File: src/muskingum_channel_route_floodplain_macros.svh
// assertion macros for the muskingum channel routing block
// no dependencies; included by the top level
`ifndef MUSKINGUM_CHANNEL_ROUTE_FLOODPLAIN_MACROS_SVH
`define MUSKINGUM_CHANNEL_ROUTE_FLOODPLAIN_MACROS_SVH
`ifndef NO_ASSERTIONS
`define MCRF_ASSERT_IMPLY(label, clk, rst, ante, cons) \
   label: assert property (@(posedge clk) disable iff (rst) (ante) |-> (cons)) \
      else $error("assertion failed");
`define MCRF_ASSERT_NEXT(label, clk, rst, ante, cons) \
   label: assert property (@(posedge clk) disable iff (rst) (ante) |=> (cons)) \
      else $error("assertion failed");
`else
`define MCRF_ASSERT_IMPLY(label, clk, rst, ante, cons)
`define MCRF_ASSERT_NEXT(label, clk, rst, ante, cons)
`endif
`endif

File: src/mcrf_ram.sv
// generic single write port, single read port ram with registered read
// no dependencies
module mcrf_ram #(
   parameter int WIDTH = 8,
   parameter int DEPTH = 16
) (
   input  logic                     clock,
   input  logic                     wr_en,
   input  logic [$clog2(DEPTH)-1:0] wr_addr,
   input  logic [WIDTH-1:0]         wr_data,
   input  logic [$clog2(DEPTH)-1:0] rd_addr,
   output logic [WIDTH-1:0]         rd_data
);

   logic [WIDTH-1:0] mem [DEPTH];

   always_ff @(posedge clock) begin
      if (wr_en) begin
         mem[wr_addr] <= wr_data;
      end
      rd_data <= mem[rd_addr];
   end

endmodule

File: config.mk
export PLATFORM = sky130hd
export DESIGN_NAME = mcrf_ram
export DESIGN_NICKNAME = d
export VERILOG_FILES = /design/src/muskingum_channel_route_floodplain_macros.svh /design/src/mcrf_ram.sv
export SDC_FILE = /design/constraint.sdc
export NUM_CORES = 1
export LEC_CHECK = 0
export BUFFER_PORTS_ARGS = -buffer_cell sky130_fd_sc_hd__buf_2
export CAP_MARGIN = 10
export CORE_MARGIN = 1
export CORE_UTILIZATION = 29
export CTS_CLUSTER_SIZE = 14
export DETAILED_ROUTE_END_ITERATION = 6
export SLEW_MARGIN = 20
export SYNTH_ARGS = -nofsm -noshare
export SYNTH_HDL_FRONTEND = slang
export SYNTH_SLANG_ARGS = --single-unit
export TNS_END_PERCENT = 1
File: constraint.sdc
create_clock -name clock -period 2.7 [get_ports clock]
set_input_delay 0.54 -clock clock [delete_from_list [all_inputs] [get_ports clock]]
set_output_delay 0.54 -clock clock [all_outputs]
set_load 0.03 [all_outputs]
**After elaboration in Yosys (flattened, before gate mapping)**

Memories as Yosys holds them, arrays and structs flattened. A register that Yosys moved wholly into a read port is not among the register bits.
Index checks and enable logic that the tools add are counted.
W data, S select, Z words.

- Bits in registers: 0
- Bits in writable memories: 128
- Bits of input ports: 18
- Output and inout bits: 8
- Word-level logic and storage cells: 3
- Memories: 1

Memories:

| name | depth | width | rd ports | clocked after Yosys merged registers in | write ports | line | RTL |
|---|---|---|---|---|---|---|---|
| mem | 16 | 8 | 1 | 1 | 1 | mcrf_ram.sv:15 | `logic [WIDTH-1:0] mem [DEPTH];` |

- Mux-type cells: 2

Operator list:

| kind | count |
|---|---|
| $mux W1 | 2 |

**Depth between registers and ports, before layout**

- Depth in word-level cells: 2
- Depth in mapped cells: 5

**Least setup slack after synthesis**

OpenSTA, ideal clock, no wires.

- Kind: input -> register
- Start point: input wr_addr[2]
- End point: memory mem[0][0] (enable)
- Arrival: 1.650 ns
- Data required time: 2.317 ns
- Path slack: 0.667 ns
- Stages: 2
- Cell sequence: or3b_2 > nor3_1

RTL lines:

| element | line | RTL |
|---|---|---|
| start, declared | mcrf_ram.sv:9 | `input logic [$clog2(DEPTH)-1:0] wr_addr,` |
| end, declared | mcrf_ram.sv:15 |  |

No word-level cell before the write port.

==> results.md <==
* HP Class: in -> reg
* Worst slew pin tran at 0.657 ns
* Worst-case hold path end point: mem[14][1]
* TritonCTS clock tree: built
* Drt first pass iters at 4
* Post-synthesis sequential area ratio at 77.8%
* Pre-CTS setup slack at 0.511 ns
* Ant. Diodes at 0
* Worst path max stage delay at 0.59 ns
* Standard-cell rows at 48
* Full die area at 18300 um^2
* Synth Warn # at 0
* Maxcap violations at 0
* Status: finished clean
* CTS Buffer Depth at 2
* CP Class: in -> reg
* Synthesized flop and latch total at 136
* Congestion Overflow GR at 0
* Synth Cell Area at 5150 um^2
* Crit. End Element: flop
* Peak VDD IR at 0.000477 V
* Final worst slack at 1.00 ns
* Max Transition Viols Final at 0
* NumNets Final at 303
* HP Start: wr_data[1]
* Design Area, Final at 6260 um^2
* PortBufs at 25
* Crit-path cells: buf_2 > buf_4 > mux4_1 > a22oi_1 > nand2_1
* Post-route ant nets at 0
* Area added between synthesis and finish at 21.6%
* Antenna violations before repair at 1
* Pwr Total at 5.04 mW
* Fillers at 1595
* Hold buffers post-CTS at 0
* Final core occ at 36.2%
* Max Freq at 588 MHz
* Sequential cell area at 4000 um^2
* Clock power share at 48.1%
* Post_cts resized at 0
* Switching share of total power at 19.2%
* DRC Markers at 0
* Final hold viol count at 0
* Vias in the first global route at 2576
* Dpl hpwl at 6.75 mm
* Hold slack at 0.504 ns
* Crit path time final at 1.70 ns
* Lkg Pwr at 2.12 nW
* Slowest CP cell: mux4_1
* Largest net degree at the start of global routing at 21
* CTS root buffer: clkbuf_16
* Starting density of the core at 29.8%
* Sw Pwr at 0.966 mW
* Flop pwr share at 47.2%
* Worst-path clk slew at 0.06 ns
* Clock latency on the worst-skew pair at 0.41 ns
* First-pass GRT wire length at 15.6 mm
* Htree depth at 4
* Unrepaired setup endpoints after global routing: false
* Final wirelength at 10.0 mm
* Setup TNS at 0 ns
* Worst Path Max Fanout at 20
* Cell Area, Placed at 5630 um^2
* Starting DRT DRC Count at 203
* Yosys cell types at 19
* CP required at 3.00 ns
* FF-to-FF setup slack at 1.28 ns
* Period utilisation layout at 63.0%
* CP bufs+invs at 2
* Post-CTS setup buffer count at 0
* Final setup fails at 0
* GRT Total Usage at 12.1%
* Multi-input gate area at 1060 um^2
* I/O pins at 26
* TritonCTS Buffers at 17
* Mean post-synth cell area at 22.5 um^2
* Die W at 135 um
* Share of layout cells above drive strength 1 at 31.5%
* Worst r2r src: mem[10][4]
* Worst EP arrival at 2.00 ns
* Slew margin rel. at 56.1%
* Critical Path Source Type: primary input
* Syn_nets at 247
* Wire length per cell at 19.2 um
* Vias after detailed routing at 2442
* Post-synthesis cell count at 229
* Post-DR vias/cell at 4.67
* Core area at 17300 um^2
* Clock Sinks at 136
* Worst r2r dst: rd_data[4]
* Placed Cells at 491
* Commonest non-fill, non-tap cell in the layout: edfxtp_1
* P per Cell Area at 805 nW/um^2
* Pint at 4.07 mW
* Gp weighted congestion at 0.699
* Most frequent cells in the layout: edfxtp_1, buf_2, buf_4, mux4_2, clkbuf_16
* Die Y at 135 um
* Finished Layout Cells at 523
* Hold Path Stages at 1
* CP delay by family, top: multiplexers
* R2R depth at 3
* Worst Skew at 0.00863 ns
* Comb pwr share at 4.8%
## sequential cells by signal, indices dropped and copies added, names as in the netlist
register	count
mem	128
rd_data	8
## routing by layer
metal | part of all wire (%) | up-vias | wire length (um) | track usage (%)
met5 | 0.13 | - | 13 | 0
met4 | 0.87 | 2 | 87 | 4.87
met3 | 6.6 | 14 | 659 | 4.00
met2 | 48 | 80 | 4820 | 18.4
met1 | 44 | 1260 | 4440 | 15.9
li1 | - | 1086 | - | -
## cell usage after synthesis (all sizes together)
library cell   number  area [um^2]
nor3                4         20.0
buf                 7         56.3
nand3               1         5.00
or3b                1         8.76
clkdlybuf4s25       3         30.0
nor2b               1         6.26
and2b               1         7.51
nor2               13         48.8
dfxtp               8          160
a22oi              16          120
nand2               9         33.8
nand2b              2         12.5
mux4               32          773
nand3b              2         15.0
and2                1         6.26
edfxtp            128         3840
## worst max path at each step
stage	start	endpoint	slack, ns	cells past startpoint
6_report	rd_addr[0]	rd_data[3]	1.0	5
5_1_grt	rd_addr[0]	rd_data[1]	0.91	5
3_3_place_gp	rd_addr[0]	rd_data[3]	0.54	5
4_1_cts	rd_addr[0]	rd_data[3]	0.94	5
2_1_floorplan	wr_addr[2]	mem[0][0]	0.67	2
3_5_place_dp	rd_addr[0]	rd_data[3]	0.51	5
## layout make-up
cell class	count	area share [%]
multi-input cells	83	16.9
flip-flops and latches	136	64.0
well taps	225	4.50
clock inverters	8	2.30
clock buffers	24	7.70
repair buffers	47	4.64
## logic make-up (layout without fill, tap and decap cells)
group	after synthesis	in the layout	share of synthesized area (%)
AOI/OAI and AO/OA	16	16	2.33
buffers and inverters	10	79	1.68
DFF	136	136	77.8
muxes	32	32	15.0
and+or+nand+nor	35	35	3.18
## power by group through the flow
stage	clock, mW	sequential (mW)	combinational (mW)
after CTS	2.46	2.38	0.246
final	2.42	2.38	0.240
after global placement	0	2.42	0.239
after floorplan	0	2.44	0.120
after global routing	2.54	2.38	0.261
after detailed placement	0	2.42	0.245
Power figures use the tool's default switching activity.
