==> config.mk <==
export PLATFORM = sky130hd
export DESIGN_NAME = mcrf_div
export DESIGN_NICKNAME = d
export VERILOG_FILES = /design/src/muskingum_channel_route_floodplain_macros.svh /design/src/mcrf_pkg.sv /design/src/mcrf_div.sv
export SDC_FILE = /design/constraint.sdc
export NUM_CORES = 1
export LEC_CHECK = 0
export BUFFER_PORTS_ARGS = -buffer_cell sky130_fd_sc_hd__buf_4
export CAP_MARGIN = 20
export CORE_ASPECT_RATIO = 1.5
export CORE_MARGIN = 2
export CORE_UTILIZATION = 34
export DETAILED_ROUTE_END_ITERATION = 10
export GPL_TIMING_DRIVEN = 0
export REMOVE_ABC_BUFFERS = 1
export SLEW_MARGIN = 20
export SYNTH_ARGS = -nofsm -noshare
export SYNTH_HDL_FRONTEND = slang
export SYNTH_SLANG_ARGS = --single-unit
==> constraint.sdc <==
create_clock -name clock -period 7 [get_ports clock]
set_input_delay 1.4 -clock clock [delete_from_list [all_inputs] [get_ports clock]]
set_output_delay 1.4 -clock clock [all_outputs]
set_load 0.05 [all_outputs]
==> src/muskingum_channel_route_floodplain_macros.svh <==
// assertion macros for the muskingum channel routing block
// no dependencies; included by the top level
`ifndef MUSKINGUM_CHANNEL_ROUTE_FLOODPLAIN_MACROS_SVH
`define MUSKINGUM_CHANNEL_ROUTE_FLOODPLAIN_MACROS_SVH
`ifndef NO_ASSERTIONS
`define MCRF_ASSERT_IMPLY(label, clk, rst, ante, cons) \
   label: assert property (@(posedge clk) disable iff (rst) (ante) |-> (cons)) \
      else $error("assertion failed");
`define MCRF_ASSERT_NEXT(label, clk, rst, ante, cons) \
   label: assert property (@(posedge clk) disable iff (rst) (ante) |=> (cons)) \
      else $error("assertion failed");
`else
`define MCRF_ASSERT_IMPLY(label, clk, rst, ante, cons)
`define MCRF_ASSERT_NEXT(label, clk, rst, ante, cons)
`endif
`endif

==> src/mcrf_pkg.sv <==
// shared widths, types and helpers for the muskingum routing block
// no dependencies
package mcrf_pkg;

   localparam int NUM_CELLS = 4096;
   localparam int ADDR_W    = (NUM_CELLS > 1) ? $clog2(NUM_CELLS) : 1;
   localparam int CELL_W    = 12;
   localparam int FLOW_W    = 32;
   localparam int COEF_W    = 18;
   localparam int VOL_W     = 56;
   localparam int CHG_W     = 57;
   localparam int STEP_W    = 17;
   localparam int QUOT_W    = 32;
   localparam logic [STEP_W-1:0] STEP_RESET = STEP_W'(86400);

   // per-cell state word kept in the state memory
   typedef struct packed {
      logic [FLOW_W-1:0] prev_in;
      logic [FLOW_W-1:0] prev_out;
      logic [VOL_W-1:0]  chan_vol;
      logic [VOL_W-1:0]  fp_vol;
   } cell_state_type;

   localparam int STATE_W = $bits(cell_state_type);

   // divider control and status
   typedef struct packed {
      logic start;
      logic ack;
   } div_ctl_type;

   typedef struct packed {
      logic busy;
      logic done;
   } div_stat_type;

   // cell index to memory address, compare-subtract by shifted cell count
   function automatic logic [ADDR_W-1:0] cell_index(input logic [CELL_W-1:0] cell_num);
      logic [63:0] rem;
      logic [63:0] sub;
      rem = 64'(cell_num);
      for (int i = CELL_W - 1; i >= 0; i--) begin
         sub = 64'(NUM_CELLS) << i;
         if (rem >= sub) begin
            rem = rem - sub;
         end
      end
      return rem[ADDR_W-1:0];
   endfunction

endpackage

==> src/mcrf_div.sv <==
// iterative restoring divider, floodplain volume by step length, one bit a cycle
// depends on mcrf_pkg
module mcrf_div (
   input  logic                          clock,
   input  logic                          reset,
   input  mcrf_pkg::div_ctl_type         ctl,
   input  logic [mcrf_pkg::VOL_W-1:0]    dividend,
   input  logic [mcrf_pkg::STEP_W-1:0]   divisor,
   output mcrf_pkg::div_stat_type        stat,
   output logic [mcrf_pkg::QUOT_W-1:0]   quotient
);

   localparam int CNT_W = $clog2(mcrf_pkg::QUOT_W);
   localparam int SH_W  = mcrf_pkg::STEP_W + mcrf_pkg::QUOT_W - 1;

   logic                        busy_ff, busy_in;
   logic                        done_ff, done_in;
   logic [CNT_W-1:0]            cnt_ff, cnt_in;
   logic [mcrf_pkg::VOL_W-1:0]  rem_ff, rem_in;
   logic [SH_W-1:0]             dvs_ff, dvs_in;
   logic [mcrf_pkg::QUOT_W-1:0] quot_ff, quot_in;
   logic [mcrf_pkg::VOL_W:0]    trial;

   // one trial subtraction per cycle
   always_comb begin
      busy_in = busy_ff;
      done_in = done_ff;
      cnt_in  = cnt_ff;
      rem_in  = rem_ff;
      dvs_in  = dvs_ff;
      quot_in = quot_ff;
      trial   = {1'b0, rem_ff} - (mcrf_pkg::VOL_W + 1)'(dvs_ff);
      if (ctl.start) begin
         busy_in = 1'b1;
         cnt_in  = CNT_W'(mcrf_pkg::QUOT_W - 1);
         rem_in  = dividend;
         dvs_in  = SH_W'(divisor) << (mcrf_pkg::QUOT_W - 1);
         quot_in = '0;
      end else if (busy_ff) begin
         if (!trial[mcrf_pkg::VOL_W]) begin
            rem_in          = trial[mcrf_pkg::VOL_W-1:0];
            quot_in[cnt_ff] = 1'b1;
         end
         dvs_in = dvs_ff >> 1;
         if (cnt_ff == '0) begin
            busy_in = 1'b0;
            done_in = 1'b1;
         end else begin
            cnt_in = cnt_ff - CNT_W'(1);
         end
      end else if (ctl.ack) begin
         done_in = 1'b0;
      end
   end

   always_ff @(posedge clock) begin
      if (reset) begin
         busy_ff <= 1'b0;
         done_ff <= 1'b0;
      end else begin
         busy_ff <= busy_in;
         done_ff <= done_in;
      end
      cnt_ff  <= cnt_in;
      rem_ff  <= rem_in;
      dvs_ff  <= dvs_in;
      quot_ff <= quot_in;
   end

   assign stat.busy = busy_ff;
   assign stat.done = done_ff;
   assign quotient  = quot_ff;

endmodule

== Word level (Yosys, flattened, before mapping) ==
Cells that the tools add are included.

* Input bits: 77
* Register bits after elaboration: 143
* Logic and storage cells: 38
* Output and inout port bits: 34

* Equal/unequal tests: 2
* Add/sub/neg operators: 2
* Magnitude comparators: 2
* Reduce and logical (&&, ||, !) cells: 8
* Multiplexer cells: 13
* Bitwise operators: 4

{| class="wikitable"
|+ Operators by type and width
! kind !! number
|-
| 56-bit two-way mux || 3
|-
| 48-bit two-way mux || 2
|-
| 56-bit by 48-bit subtractor with 57-bit output || 1
|-
| 32-bit bitwise OR || 1
|-
| 1-bit two-way mux || 7
|-
| 5-bit by 6-bit less-than comparator with 1-bit output (second input constant) || 1
|-
| 2-bit AND reduction || 3
|-
| 1-bit demux with 5-bit select || 1
|-
| 5-bit by 1-bit greater-or-equal comparator with 1-bit output (second input constant) || 1
|-
| 5-bit zero test || 1
|-
| 5-bit by 1-bit subtractor with 5-bit output (second input constant) || 1
|-
| 2-bit nonzero test || 2
|-
| 1-bit inverter || 3
|-
| 3-bit AND reduction || 1
|-
| 2-bit by 1-bit != test with 1-bit output (second input constant) || 1
|-
| 2-bit != test (second input constant) || 1
|-
| 1-bit logical AND || 1
|}

== Depth between registers and ports, before layout ==
Gate-level depths: netlist of run 1.

* Depth in word-level cells: 5
* Mapped depth: 14
* Mapped depth without buffers: 13

== Least setup slack after synthesis of run 1 ==
OpenSTA, ideal clock, no wires.

* Path type: register to register
* From: reg rem_ff[0] in the netlist's numbering
* To: reg rem_ff[0] in the netlist's numbering, enable pin
* Library setup time: 0.477 ns
* Data required time: 6.523 ns
* Data arrival time: 4.593 ns
* Buffers on the path: 1
* Stages on the path, launching flop included: 15
* Period minus slack after synthesis: 5.069 ns
* Slack: 1.931 ns
* Cell sequence: edfxtp_1 inv_1 ha_1 inv_1 fa_1 a211o_1 a211oi_2 a21oi_2 a221oi_4 o21ai_2 a21oi_4 o21ai_2 nor4b_4 buf_6 o21ai_1

* Cells in the longest elaborated chain, start to end: 3

{| class="wikitable"
|+ RTL lines
! item !! line !! RTL
|-
| start, declared || mcrf_div.sv:19 || <nowiki>logic [mcrf_pkg::VOL_W-1:0] rem_ff, rem_in;</nowiki>
|-
| start signal, assigned || mcrf_div.sv:65 || <nowiki>rem_ff <= rem_in;</nowiki>
|-
| 56-bit by 48-bit subtractor with 57-bit output || mcrf_div.sv:32 || <nowiki>trial = {1'b0, rem_ff} - (mcrf_pkg::VOL_W + 1)'(dvs_ff);</nowiki>
|-
| 2-bit != test (no source line) || - ||
|-
| 2-bit AND reduction (no source line) || - ||
|}

Every way passes these cells.
A chain may end at the register's enable or synchronous reset.

== Worst setup path after layout of run 1 ==
Same ends and word-level chain as after synthesis.

==> impl_metrics.csv, run 1 <==
group,metric,value,unit
status,outcome,"finished, final reports clean",
sta,rsz0062_at_grt,"no",
cells_and_area,nets,1229,
sta,hold_ws,0.458,ns
routing,ant_nets,0,
cells_and_area,drive_gt1_share,15.0,%
power,p_clk_share,28.3,%
routing,avgRoutedWirePerCell,15.6,microns
routing,drtPass1Iterations,5,
yosys,synthCells,1019,
floorplanning,die_h,202,microns
cells_and_area,instances_no_fill,1445,
global_routing,antenna_found_initial,0,
setup_path,cp_slowest_cell,"fa_1",
clock_network,postCtsSetupBuffers,0,
cells_and_area,fin_area,0.0106,sq mm
setup_path,crit_buf_inv,4,
yosys,ys_seq_elements,143,
power,report.power.total,3.14,mW
yosys,yosysSeqAreaShare,40.2,%
power,switching_share,37.5,%
power,switching_power,1.18,mW
yosys,synth_area,0.00893,sq mm
setup_path,cp-start-kind,"register",
floorplanning,floorplan.die_area,0.0276,sq mm
placement,gp_congestion,0.876,
routing,drtIter0Drc,294,
floorplanning,core_region_area,0.0258,sq mm
sta,finalSetupViolCount,0,
sta,final.setup.tns,0,ns
clock_network,clk_latency,0.44,ns
global_routing,grt_pass1_wl,36700,microns
setup_path,worstPathArrival,4.10,ns
setup_path,crit_family,"compound AO/OA/AOI/OAI gates",
yosys,yosysWarnings,0,
clock_network,cts_htree_levels,4,
sta,fin_crit_sh,55.9,%
yosys,yosys.area.top_type_share,24.6,%
sta,tightestPinTransition,0.817,ns
power,cellInternalPower,1.96,mW
yosys,synth.avg_cell_area,8.76,sq um
setup_path,cp-end-kind,"register",
floorplanning,start_util,34.7,%
hold_path,hp-start,"quotient[21]",
clock_network,cts_tree,"done",
yosys,synthFlopType,"edfxtp_1",
power,pwr_density_cell,295,mW/mm^2
global_routing,grtUsageTotal,16.7,%
routing,vias_per_cell,5.14,
yosys,synthTopCellsByCount,"124 x nand2_1, 99 x inv_1, 74 x o21ai_0",
setup_path,crit_start,"rem_ff[0]",
setup_path,critPathKind,"reg2reg",
yosys,synth-async-reset-ratio,0,%
sta,slew_headroom,45.4,%
clock_network,root_buffer,"clkbuf_16",
routing,drc_errors,0,
setup_path,slowest_delay,0.43,ns
hold_path,min_path_type,"reg2reg",
clock_network,cts_buffers,17,
cells_and_area,fill_cells,2643,
cells_and_area,area_growth,19.2,%
yosys,synth_edf_count,73,
yosys,synth_most_common_cell,"nand2_1",
global_routing,grt_pass1_vias,7497,
sta,skew,0.0112,ns
power,p_leak,4.22,nW
yosys,synth.area.top_cells,"edfxtp_1 25%, dfxtp_1 16%, ha_1 7.3%, nand2_1 5.2%, inv_1 4.2%",
power,seq_power_share,33.5,%
setup_path,reg2reg_from,"rem_ff[0]",
floorplanning,io_pins,111,
yosys,yosysUniqueCellTypes,61,
routing,wl,22600,microns
setup_path,path_cells,"inv_1, ha_1, inv_1, fa_1, a211o_1, a211oi_2, a21oi_2, a221oi_4, o21ai_2, a21oi_4, o21ai_2, nor4b_4, buf_6, o21ai_4, buf_16",
setup_path,cp.required,7.18,ns
clock_network,cts_hold_buf,0,
clock_network,cts_resized,0,
placement,place_inst,1413,
floorplanning,fp-row-count,72,
sta,min_period,3.91,ns
cells_and_area,diodes,0,
floorplanning,die_w,136,microns
placement,dpl-instance-area,0.0101,sq mm
sta,max_freq,0.255,GHz
sta,drv_slew,0,
yosys,synth_area_leader_cell,"edfxtp_1",
global_routing,grt_max_degree,112,
placement,hpwl,16700,microns
sta,finalHoldViolations,0,
global_routing,grt_overflow,0,
setup_path,crit_fanout,20,
placement,place.port_buffers,110,
clock_network,clockBufferDepth,2,
clock_network,cts.sinks,143,
power,p_comb_share,38.2,%
power,vdd_drop_max,0.187,mV
run,drv_cap,0,
clock_network,clk_pin_slew,0.06,ns
routing,via_count,7425,
[registers in the layout, indices dropped and copies added, names as in the netlist]
signal / flops
busy_ff: 1
cnt_ff: 5
done_ff: 1
dvs_ff: 48
quotient: 32
rem_ff: 56
[area by class of cell]
| class | count | area [sq um] | area share (%) |
|---|---|---|---|
| Clock buffer | 18 | 429 | 4.03 |
| Clock inverter | 14 | 135 | 1.27 |
| Inverter | 101 | 379 | 3.56 |
| Multi-Input combinational cell | 720 | 4730 | 44.5 |
| Sequential cell | 143 | 3590 | 33.8 |
| Tap cell | 333 | 417 | 3.92 |
| Timing Repair Buffer | 116 | 955 | 8.97 |
[final timing paths]
| check | endpoint | slack, ns | depth (start not counted) |
|---|---|---|---|
| hold / removal | quotient[21] | 0.46 | 2 |
| hold reg to reg | quotient[21] | 0.46 | 2 |
| setup reg to reg | rem_ff[0] | 3.09 | 15 |
| setup / recovery | rem_ff[0] | 3.09 | 15 |
[cells by family after synthesis]
group	count (synthesis)	share of synthesized area, %
and+or+nand+nor	283	14.3
xor gates and xnor gates	51	5.00
DFF	143	40.2
AOI/OAI and AO/OA	296	21.8
muxes	37	4.20
adders and majority gates	53	7.51
buffers and inverters	156	6.89
[worst register-to-register path: stages (launching register included)]
cell and delay (ns):
edfxtp_1 0.36, inv_1 0.06, ha_1 0.16, inv_1 0.05, fa_1 0.43, a211o_1 0.31, a211oi_2 0.23, a21oi_2 0.10
a221oi_4 0.31, o21ai_2 0.19, a21oi_4 0.28, o21ai_2 0.15, nor4b_4 0.33, buf_6 0.22, o21ai_4 0.22, buf_16 0.26
[power groups by stage]
| stage | logic (mW) | clock network, mW | registers, mW |
|---|---|---|---|
| CTS | 1.20 | 0.920 | 1.05 |
| global route | 1.34 | 0.943 | 1.06 |
| floorplan | 0.876 | 0 | 1.07 |
| finish | 1.20 | 0.889 | 1.05 |
| global placement | 1.17 | 0 | 1.07 |
| detailed placement | 1.19 | 0 | 1.07 |
[stage by stage]
step | setup slack, ns | util [%]
after floorplan | 1.30 | -
after global placement | -1.15 | 38.6
after detailed placement | 3.02 | 39.1
after CTS | 3.00 | 41.3
after global routing | 2.83 | 41.3
final | 3.09 | 41.3
[routing by layer]
metal	vias to the layer above	GRT usage, %	share of wire, %
li1	3802	-	-
met1	3434	19.3	42
met2	150	29.7	51
met3	39	3.25	3.7
met4	0	6.51	2.6
met5	-	0	0
[placed cells by master, fill, tap and decap left out, types with 26 or more instances in the layout]
| cell | netlist | layout |
|---|---|---|
| o32ai_1 | 32 | 32 |
| nor2_1 | 72 | 72 |
| nand2_1 | 124 | 124 |
| o21ai_0 | 74 | 74 |
| ha_1 | 52 | 52 |
| a21o_1 | 26 | 26 |
| dfxtp_1 | 70 | 69 |
| xnor2_1 | 26 | 26 |
| edfxtp_1 | 73 | 73 |
| inv_1 | 99 | 99 |
| buf_4 | 2 | 110 |
| mux2i_1 | 33 | 33 |
| a21oi_1 | 63 | 63 |
Power figures use the tool's default switching activity.
==> run 2: changes to the inputs <==
Clock period 7 ns to 4.07 ns, I/O delays scaled along.
==> run 2 against run 1 <==
  * Global-route usage did not move
  * Via count is 0.79% lower
  * Sequential share of layout area is essentially flat
  * First-iteration DRC count down 0.34%
  * Wire length hardly changed
==> impl_metrics.csv, run 2 (synthesis gave the netlist of run 1 again) <==
group,metric,value,unit
routing,ant_nets,0,
clock_network,root_buffer,"clkbuf_16",
clock_network,cts_htree_levels,4,
cells_and_area,nets,1231,
cells_and_area,largest-register,"rem_ff",
sta,drv_slew,0,
floorplanning,fp-row-count,72,
power,p_leak,4.23,nW
sta,slew_headroom,45.3,%
cells_and_area,largest_reg_flops,56,
sta,skew,0.0116,ns
cells_and_area,final_cell_mix,"124 x nand2_1, 112 x buf_4, 99 x inv_1",
global_routing,grt_pass1_vias,7497,
global_routing,grt_pass1_wl,36700,microns
routing,vias_per_cell,5.09,
routing,via_count,7366,
placement,pre_cts_ws,0.0859,ns
run,drv_cap,0,
clock_network,clockBufferDepth,2,
cells_and_area,diodes,0,
power,report.power.total,5.41,mW
floorplanning,start_util,34.7,%
sta,fin_ws,0.240,ns
floorplanning,core_region_area,0.0258,sq mm
clock_network,cts_resized,0,
cells_and_area,final_core_util,41.4,%
setup_path,r2r_cells,15,
routing,avgRoutedWirePerCell,15.6,microns
clock_network,cts_buffers,17,
routing,wl,22600,microns
clock_network,clk_pin_slew,0.07,ns
placement,place.port_buffers,110,
setup_path,crit_fanout,20,
sta,tightestPinTransition,0.819,ns
floorplanning,floorplan.die_area,0.0276,sq mm
global_routing,grt_overflow,0,
floorplanning,io_pins,111,
clock_network,cts_tree,"done",
routing,drtPass1Iterations,4,
routing,drtIter0Drc,293,
hold_path,min_path_type,"reg2reg",
power,pwr_density_cell,508,mW/mm^2
clock_network,cts.sinks,143,
routing,drc_errors,0,
setup_path,worstPathArrival,4.01,ns
placement,gp_congestion,0.876,
sta,max_freq,0.261,GHz
power,vdd_drop_max,0.321,mV
cells_and_area,fin_area,0.0107,sq mm
cells_and_area,layout_commonest_cell,"nand2_1",
placement,dpl-instance-area,0.0101,sq mm
sta,min_period,3.83,ns
floorplanning,die_h,202,microns
clock_network,cts_hold_buf,0,
sta,fin_crit_sh,94.1,%
global_routing,grt_max_degree,112,
floorplanning,die_w,136,microns
setup_path,critPathKind,"reg2reg",
global_routing,grtUsageTotal,16.7,%
cells_and_area,area_growth,19.3,%
sta,finalSetupViolCount,0,
hold_path,min_path_cells,2,
global_routing,antenna_found_initial,0,
placement,hpwl,16700,microns
cells_and_area,drive_gt1_share,15.2,%
status,outcome,"finished, final reports clean",
clock_network,postCtsSetupBuffers,0,
sta,finalHoldViolations,0,
setup_path,cp-start-kind,"register",
clock_network,clk_latency,0.44,ns
setup_path,cp.required,4.25,ns
setup_path,cp-end-kind,"register",
==> run 2: cell type report <==
cell class,instances,area (sq um)
Timing Repair Buffer,118,970
Clock buffer,18,429
Tap cell,333,417
Inverter,101,379
Fill cell,2642,15100
Clock inverter,14,135
Sequential cell,143,3590
Multi-Input combinational cell,720,4730
==> run 2: path summary, 6_finish.rpt <==
path | slack (ns) | start | endpoint
worst max-delay path | 0.24 | rem_ff[0] | rem_ff[0]
worst min-delay path | 0.46 | quotient[6] | quotient[6]
worst max register to register | 0.24 | rem_ff[0] | rem_ff[0]
worst min register to register | 0.46 | quotient[6] | quotient[6]
==> run 2: power breakdown <==
part | total (mW) | internal [mW] | switching (mW) | leakage [nW]
clock network | 1.53 | 0.817 | 0.709 | 0.283
registers | 1.81 | 1.74 | 0.0729 | 1.32
logic | 2.08 | 0.836 | 1.24 | 2.63
total | 5.41 | 3.39 | 2.02 | 4.23
==> run 2: routing by layer <==
metal	global-route usage, %	vias up	part of all wire (%)
li1	-	3800	-
met1	19.3	3406	42
met4	6.51	0	2.4
met5	0	-	0
met3	3.25	35	3.6
met2	29.7	125	52
==> run 2: stage by stage <==
stage               setup TNS [ns]  instances  hold slack (ns)
global route               -0.0262       1447            0.480
detailed placement               0       1413            0.447
floorplan                   -91.43        964            0.465
global placement           -250.92       1407            0.448
CTS                              0       1445            0.459
finish                           0       1447            0.460
==> run 2: worst max-delay path, stage by stage (launching register included) <==
cell	delay, ns
edfxtp_1	0.36
inv_1	0.06
ha_1	0.16
inv_1	0.05
fa_1	0.43
a211o_1	0.31
a211oi_2	0.23
a21oi_2	0.10
a221oi_4	0.31
o21ai_2	0.19
a21oi_4	0.23
o21ai_2	0.12
nor4b_4	0.32
buf_6	0.22
o21ai_4	0.22
buf_16	0.26
==> run 3: changes to the inputs <==
Settings changed: CORE_ASPECT_RATIO 1.5 to default, SETUP_SLACK_MARGIN from default to 0.2.
==> run 3 against run 2 <==
  * Sequential power about the same
  * Total power decreased by 0.29%
  * Utilization grew 0.061 points
  * Largest power group unchanged
  * Die area hardly changed
==> impl_metrics.csv, run 3 (synthesis gave the netlist of run 1 again) <==
group,metric,value,unit
hold_path,min_path_cells,2,
sta,max_freq,0.269,GHz
routing,via_count,7482,
cells_and_area,final_cell_mix,"124 x nand2_1, 115 x buf_4, 99 x inv_1",
clock_network,clk_pin_slew,0.06,ns
setup_path,cp.required,4.36,ns
hold_path,hold_end,"quotient[7]",
sta,drv_slew,0,
sta,min_period,3.71,ns
routing,ant_nets,0,
floorplanning,floorplan.die_area,0.0276,sq mm
clock_network,clk_latency,0.43,ns
floorplanning,start_util,34.5,%
global_routing,grt_pass1_vias,7508,
clock_network,cts_htree_levels,4,
global_routing,antenna_found_initial,1,
status,outcome,"finished, final reports clean",
run,drv_cap,0,
power,p_leak,4.26,nW
sta,tightestPinTransition,0.801,ns
routing,avgRoutedWirePerCell,15.7,microns
floorplanning,core_region_area,0.0259,sq mm
power,cellInternalPower,3.46,mW
floorplanning,io_pins,111,
cells_and_area,largest_reg_flops,56,
setup_path,r2r_slack,0.36,ns
cells_and_area,largest-register,"rem_ff",
global_routing,grtUsageTotal,16.7,%
routing,drc_errors,0,
clock_network,cts_hold_buf,0,
global_routing,grt_max_degree,130,
power,pwr_density_cell,503,mW/mm^2
setup_path,critPathKind,"reg2reg",
sta,fin_crit_sh,91.2,%
placement,hpwl,16600,microns
clock_network,cts.sinks,143,
setup_path,r2r-end,"quotient[15]",
global_routing,grt_overflow,0,
power,vdd_drop_max,0.225,mV
clock_network,cts_buffers,17,
cells_and_area,instances_no_fill,1454,
setup_path,worstPathArrival,4.00,ns
sta,slew_headroom,46.5,%
global_routing,grt_pass1_wl,37800,microns
clock_network,root_buffer,"clkbuf_16",
setup_path,cp-start-kind,"register",
sta,finalSetupViolCount,0,
routing,vias_per_cell,5.15,
cells_and_area,nets,1236,
cells_and_area,diodes,0,
setup_path,crit_start,"rem_ff[0]",
floorplanning,fp-row-count,59,
sta,fin_ws,0.359,ns
routing,wl,22900,microns
sta,finalHoldViolations,0,
placement,pre_cts_ws,0.0416,ns
floorplanning,die_h,166,microns
routing,drtIter0Drc,503,
setup_path,r2r_cells,16,
sta,hold_ws,0.459,ns
setup_path,cp-end-kind,"register",
hold_path,min_path_type,"reg2reg",
placement,place_inst,1416,
routing,drtPass1Iterations,5,
hold_path,hp-start,"quotient[7]",
power,p_comb_share,38.4,%
setup_path,crit_fanout,16,
power,switching_power,1.93,mW
placement,gp_congestion,0.837,
power,seq_power_share,33.5,%
power,p_clk_share,28.1,%
sta,rsz0062_at_grt,"no",
power,switching_share,35.8,%
clock_network,cts_tree,"done",
cells_and_area,final_core_util,41.4,%
sta,skew,0.00893,ns
clock_network,clockBufferDepth,2,
placement,place.port_buffers,110,
setup_path,reg2reg_from,"rem_ff[0]",
cells_and_area,drive_gt1_share,15.4,%
cells_and_area,fin_area,0.0107,sq mm
cells_and_area,area_growth,20.2,%
floorplanning,die_w,166,microns
cells_and_area,layout_commonest_cell,"nand2_1",
placement,dpl-instance-area,0.0101,sq mm
[run 3: critical path, cell delays in order, from the launching register on]
cell	delay, ns
edfxtp_1	0.36
inv_1	0.06
ha_1	0.18
inv_1	0.06
fa_2	0.37
a211o_1	0.30
a211oi_2	0.22
a21oi_2	0.10
a221oi_4	0.33
o21ai_4	0.15
a21oi_4	0.28
o21ai_2	0.13
nor4b_4	0.37
buf_4	0.20
buf_6	0.15
buf_6	0.18
o32ai_1	0.10
[run 3: how the worst max path moves through the flow]
stage	endpoint	slack, ns	cells after the start
4_1_cts	quotient[23]	0.22	16
3_5_place_dp	rem_ff[6]	0.04	15
3_3_place_gp	rem_ff[23]	-4.04	2
2_1_floorplan	rem_ff[0]	-1.63	2
6_report	quotient[15]	0.36	16
5_1_grt	quotient[14]	0.20	16
[run 3: routing by layer]
layer	vias up	part of all wire (%)	GRT usage, %
li1	3799	-	-
met1	3507	47	21.9
met2	149	45	26.6
met3	25	6.5	5.62
met4	2	1.3	4.12
met5	-	0.070	0
[run 3: layout make-up]
type                       count  area, sq um
multi-input combinational    720         4740
inverter                     101          379
clock buffer                  25          518
timing repair buffer         123         1030
clock inverter                 7         48.8
sequential                   143         3590
tap                          335          419
fill                        2589        15200
[run 3: repair_timing]
action | CTS | global route
setup buffers | 3 | 3
gates resized for setup | 0 | 2
pin swaps | 2 | 3
setup endpoints to repair | 46 | 50
[run 3: power by group through the flow]
stage | clock network (mW) | logic, mW | registers, mW
finish | 1.52 | 2.07 | 1.81
global route | 1.60 | 2.31 | 1.82
detailed placement | 0 | 2.03 | 1.84
global placement | 0 | 1.98 | 1.85
CTS | 1.55 | 2.05 | 1.81
floorplan | 0 | 1.51 | 1.84
[run 3: per-stage QoR]
stage	power (mW)	TNS, ns
floorplan	3.34	-91.43
global placement	3.83	-249.03
detailed placement	3.87	0
CTS	5.41	0
global route	5.74	0
finish	5.40	0
